===== src/rtl/ipt_pkg.sv =====
// Shared types and constants for the inverted page table with FIFO replacement.
// Used by ipt_cell and by the top level inverted_page_table_fifo.
// No dependencies.
package ipt_pkg;

    localparam int TABLE_ENTRIES_DEF = 16;

    localparam int PID_W   = 16;
    localparam int TICK_W  = 48;
    localparam int WANT_W  = 4;
    localparam int SLOT_W  = 4;
    localparam int ADDR_W  = 20;
    localparam int FS_W    = 17;
    localparam int PAGES_W = 5;
    // Slot indexes stay below the slots in use, which the pages register bounds.
    localparam int IDX_W   = PAGES_W;

    localparam logic [FS_W-1:0]    FRAME_SIZE_RST = FS_W'(4096);
    localparam logic [FS_W-1:0]    FRAME_MAX      = FS_W'(65536);
    localparam logic [PAGES_W-1:0] PAGES_RST      = PAGES_W'(16);

    typedef enum logic {
        CFG_FRAME_SIZE = 1'b0,
        CFG_PAGES      = 1'b1
    } t_cfg_idx;

    typedef enum logic {
        OP_TRANSLATE = 1'b0,
        OP_INSERT    = 1'b1
    } t_op;

    typedef struct packed {
        logic              op;
        logic [PID_W-1:0]  pid;
        logic [TICK_W-1:0] time_tick;
        logic              slot_given;
        logic [WANT_W-1:0] slot_wanted;
    } t_in;

    typedef struct packed {
        logic [SLOT_W-1:0] slot;
        logic [ADDR_W-1:0] phys_address;
        logic              was_hit;
    } t_out;

    // Search token handed from cell to cell.
    typedef struct packed {
        logic              valid;
        logic              op;
        logic [PID_W-1:0]  pid;
        logic [TICK_W-1:0] tick;
        logic              given;
        logic [WANT_W-1:0] wanted;
        logic              found;
        logic [IDX_W-1:0]  hit_slot;
        logic              free_found;
        logic [IDX_W-1:0]  free_slot;
        logic              old_found;
        logic [IDX_W-1:0]  old_slot;
        logic [TICK_W-1:0] old_time;
        logic              want_occ;
    } t_scan;

    // Entry load broadcast to all cells.
    typedef struct packed {
        logic              en;
        logic [IDX_W-1:0]  slot;
        logic [PID_W-1:0]  pid;
        logic [TICK_W-1:0] tick;
    } t_wr;

endpackage


===== src/rtl/ipt_cell.sv =====
// One table entry of the inverted page table plus its stage of the search chain.
// Depends on ipt_pkg for the token and load types.
module ipt_cell #(
    parameter int K = 0
) (
    input  logic                  i_clk,
    input  logic                  i_rst_n,
    input  logic [ipt_pkg::IDX_W-1:0] i_n,
    input  ipt_pkg::t_scan        i_tok,
    input  ipt_pkg::t_wr          i_wr,
    output ipt_pkg::t_scan        o_tok
);
    import ipt_pkg::*;

    logic [PID_W-1:0]  r_pid;
    logic [TICK_W-1:0] r_time;
    t_scan             r_tok;
    t_scan             n_tok;

    always_comb begin
        logic act;
        logic occ;
        act   = (K < 32'(i_n));
        occ   = (r_time != '0);
        n_tok = i_tok;
        if (act && occ && (r_pid == i_tok.pid)) begin
            n_tok.found    = 1'b1;
            n_tok.hit_slot = IDX_W'(K);
        end
        if (act && !occ && !i_tok.free_found) begin
            n_tok.free_found = 1'b1;
            n_tok.free_slot  = IDX_W'(K);
        end
        if (act && occ && (!i_tok.old_found || (r_time < i_tok.old_time))) begin
            n_tok.old_found = 1'b1;
            n_tok.old_slot  = IDX_W'(K);
            n_tok.old_time  = r_time;
        end
        if (32'(i_tok.wanted) == K) begin
            n_tok.want_occ = occ;
        end
    end

    always_ff @(posedge i_clk) begin
        if (!i_rst_n) begin
            r_pid  <= '0;
            r_time <= '0;
        end else if (i_wr.en && (32'(i_wr.slot) == K)) begin
            r_pid  <= i_wr.pid;
            r_time <= i_wr.tick;
        end
    end

    always_ff @(posedge i_clk) begin
        if (!i_rst_n) begin
            r_tok <= '0;
        end else begin
            r_tok <= n_tok;
        end
    end

    assign o_tok = r_tok;

endmodule


===== config.mk =====
export PLATFORM = sky130hd
export DESIGN_NAME = ipt_cell
export DESIGN_NICKNAME = d
export VERILOG_FILES = /design/src/rtl/ipt_pkg.sv /design/src/rtl/ipt_cell.sv
export SDC_FILE = /design/constraint.sdc
export NUM_CORES = 1
export LEC_CHECK = 0
export BUFFER_PORTS_ARGS = -buffer_cell sky130_fd_sc_hd__buf_2
export CAP_MARGIN = 10
export CORE_AREA = 2 2 135 137
export CTS_BUF_LIST = sky130_fd_sc_hd__clkbuf_4 sky130_fd_sc_hd__clkbuf_8
export CTS_CLUSTER_SIZE = 10
export DETAILED_ROUTE_END_ITERATION = 16
export DIE_AREA = 0 0 137 139
export GPL_TIMING_DRIVEN = 0
export PLACE_DENSITY = 0.86
export SLEW_MARGIN = 30
export SYNTH_ARGS = -nofsm -noshare
export SYNTH_HDL_FRONTEND = slang
export SYNTH_SLANG_ARGS = --single-unit

===== constraint.sdc =====
create_clock -name i_clk -period 6.6 [get_ports i_clk]
set_clock_uncertainty 0.2 [all_clocks]
set_input_delay 0.66 -clock i_clk [delete_from_list [all_inputs] [get_ports i_clk]]
set_output_delay 0.66 -clock i_clk [all_outputs]
set_load 0.01 [all_outputs]

==> results by group <==
Route
  • Residual DRC: 0
  • Drt pass-1 iters: 5
  • Via count: 7637
  • Final WL: 25500 um
  • Routed Antenna Nets: 0
  • Drt initial violations: 348
  • Via/cell ratio: 4.96
  • Post-DR wirelength/cell: 16.5 um

Timing
  • Final TNS setup: 0 ns
  • Final Setup Violations: 0
  • Slew margin rel.: 39.0%
  • RSZ-0062 raised after global routing: no
  • Max Fclk: 353 MHz
  • Final period util: 42.9%
  • Hold Violations, Final: 0
  • Worst Max-Slew Pin Slew: 0.915 ns
  • Fin. max-slew vios: 0
  • Final min period: 2.83 ns

Pwr
  • P per Cell Area: 265 nW/um^2
  • Worst vdd ir: 0.000184 V
  • Leak: 5.41 nW

Place
  • Dpl hpwl: 19600 um
  • I/O Buffers: 351
  • Routability Congestion: 0.928

GRT
  • Largest net degree at the start of global routing: 11
  • Gr ovfl total: 0
  • Global-route wire length before repair: 38300 um
  • Vias in the first global route: 7724
  • Initial antenna violation count: 2
  • Tot GR Track Use: 25.7%

Min path
  • Worst min-delay path class: in2reg
  • Worst Hold Launch: i_tok[76]

Synth
  • Ys async rst share: 0%
  • Commonest cells in the netlist: 243 x nand2_1, 202 x dfxtp_1, 71 x and2_1
  • Synth unique cells: 36
  • Leading post-synthesis cells by cell area: dfxtp_1 49%, nand2_1 11%, ha_1 7.2%
  • Sequential fraction of the synthesis area: 49.3%
  • Most numerous cell in the Yosys netlist: nand2_1
  • Area leader, netlist: dfxtp_1
  • Number of flops mapped to enable cells by yosys: 0
  • Synth top area share: 49.3%
  • Synth warn: 0
  • Synth Instances: 902
  • Synth Flop Type: dfxtp_1
  • Synth Area per Inst: 9.09 um^2
  • Yosys reg bits: 202
  • Post-Syn Area: 8200 um^2
  • Post-synth net total: 1164

Setup path
  • R2r worst-path depth: 9
  • Startpoint types: register
  • Data required time of the worst path: 6.82 ns
  • Crit-path max FO: 10
  • Crit path capture type: register
  • Critical Path AT: 3.06 ns
  • Critical Path Sink: o_tok[11]$_SDFF_PN0_
  • Worst Setup Path Type: reg2reg
  • R2R Setup Slk: 3.77 ns
  • Worst r2r dst: o_tok[11]$_SDFF_PN0_
  • Source of the critical timing path: r_time[47]$_SDFFE_PN0P_
  • R2r startpoint: r_time[47]$_SDFFE_PN0P_

CTS
  • Inserted Clock Buffers: 35
  • Setup bufs post-CTS: 0
  • CTS root buffer: clkbuf_8
  • CTS max path bufs: 3
  • Post-CTS sizing: 0
  • Worst skew pair latency: 0.51 ns
  • CTS tree: done
  • # clock sinks: 202
  • Htree depth: 2
  • Hold-fix buffers, CTS: 0
  • Reg clk slew, reported paths: 0.06 ns

Floorplanning
  • Die Y-Extent: 139 um
  • Core ar.: 17700 um^2
  • Die X: 137 um
  • Row count: 49
  • IO Count: 353
  • Full die area: 19000 um^2
  • Initial Util: 46.4%

Layout
  • End-of-flow core utilization: 62.3%
  • Layout cells sized above 1: 32.0%
  • Nets: 1552
  • Area grow syn2layout: 34.3%

Run
  • Max cap viols: 0

Outcome
  • Outcome: finished clean
## power breakdown
group / switching, mW / internal (mW) / total (mW)
sequential: 0.0173 / 1.28 / 1.30
clock: 0.501 / 0.734 / 1.24
combinational: 0.205 / 0.181 / 0.386
total: 0.724 / 2.20 / 2.92
## placed cells by master (no fill, tap or decap), types with 9 or more instances in the layout
master	count
dfxtp_1	202
inv_1	53
xor2_1	16
nand2_1	243
nor2_1	13
o21ai_0	10
nor4_1	19
clkbuf_8	46
nand4_1	9
ha_1	47
and2_1	71
a21boi_0	65
clkbuf_1	35
buf_2	351
a21oi_1	23
mux2i_1	48
## per-layer routing
metal | global-route usage (%) | up-vias | wire length, um
li1 | - | 3726 | -
met1 | 28.6 | 3485 | 9890
met2 | 45.2 | 346 | 12500
met3 | 6.10 | 78 | 1950
met4 | 12.9 | 2 | 1070
met5 | 0 | - | 13
## layout make-up
| cell class | count | area, um^2 |
|---|---|---|
| multi-input combinational | 600 | 3730 |
| clock buffer | 52 | 678 |
| inverter | 53 | 199 |
| sequential | 202 | 4040 |
| tap | 229 | 287 |
| fill | 1435 | 6650 |
| antenna | 1 | 2.50 |
| clock inverter | 6 | 86.3 |
| timing repair buffer | 351 | 1760 |
| buffer | 47 | 221 |
## how the worst min path moves through the flow
stage	end	slack (ns)	cells past startpoint
after floorplan	r_pid[0]$_SDFFE_PN0P_	0.26	2
after global placement	r_pid[14]$_SDFFE_PN0P_	0.26	2
after detailed placement	r_pid[1]$_SDFFE_PN0P_	0.27	2
after CTS	o_tok[72]$_SDFF_PN0_	0.13	2
after global routing	o_tok[73]$_SDFF_PN0_	0.13	2
final	o_tok[76]$_SDFF_PN0_	0.15	2
## through the flow
stage	std cells	total power [mW]	setup slack, ns	area (um^2)	hold slack [ns]
CTS	1540	2.95	3.72	11000	0.131
floorplan	902	1.53	3.99	8200	0.255
finish	1541	2.92	3.77	11000	0.153
global route	1541	3.04	3.55	11000	0.134
global placement	1482	1.70	3.32	10200	0.262
detailed placement	1482	1.71	3.31	10200	0.270
## cell families after synthesis
group	synth area share (%)
AND/OR/NAND/NOR	21.6
flip-flops	49.3
AO/OA/AOI/OAI	9.15
buffers and inverters	5.13
multiplexers	5.86
adder cells (fa/ha/maj)	7.18
XOR/XNOR	1.71
## critical path, stage by stage (launching register included)
cell	delay (ns)
dfxtp_1	0.37
ha_1	0.35
nand4_2	0.18
nor4_2	0.38
nand4_1	0.31
a311oi_2	0.35
nor4_2	0.07
buf_6	0.17
buf_6	0.16
mux2i_1	0.19
## sequential cells by signal, indices dropped and copies added, names as in the netlist
| signal | count |
|---|---|
| r_time | 48 |
| r_pid | 16 |
| o_tok | 138 |
No activity file was read; power rests on OpenSTA's default activity.
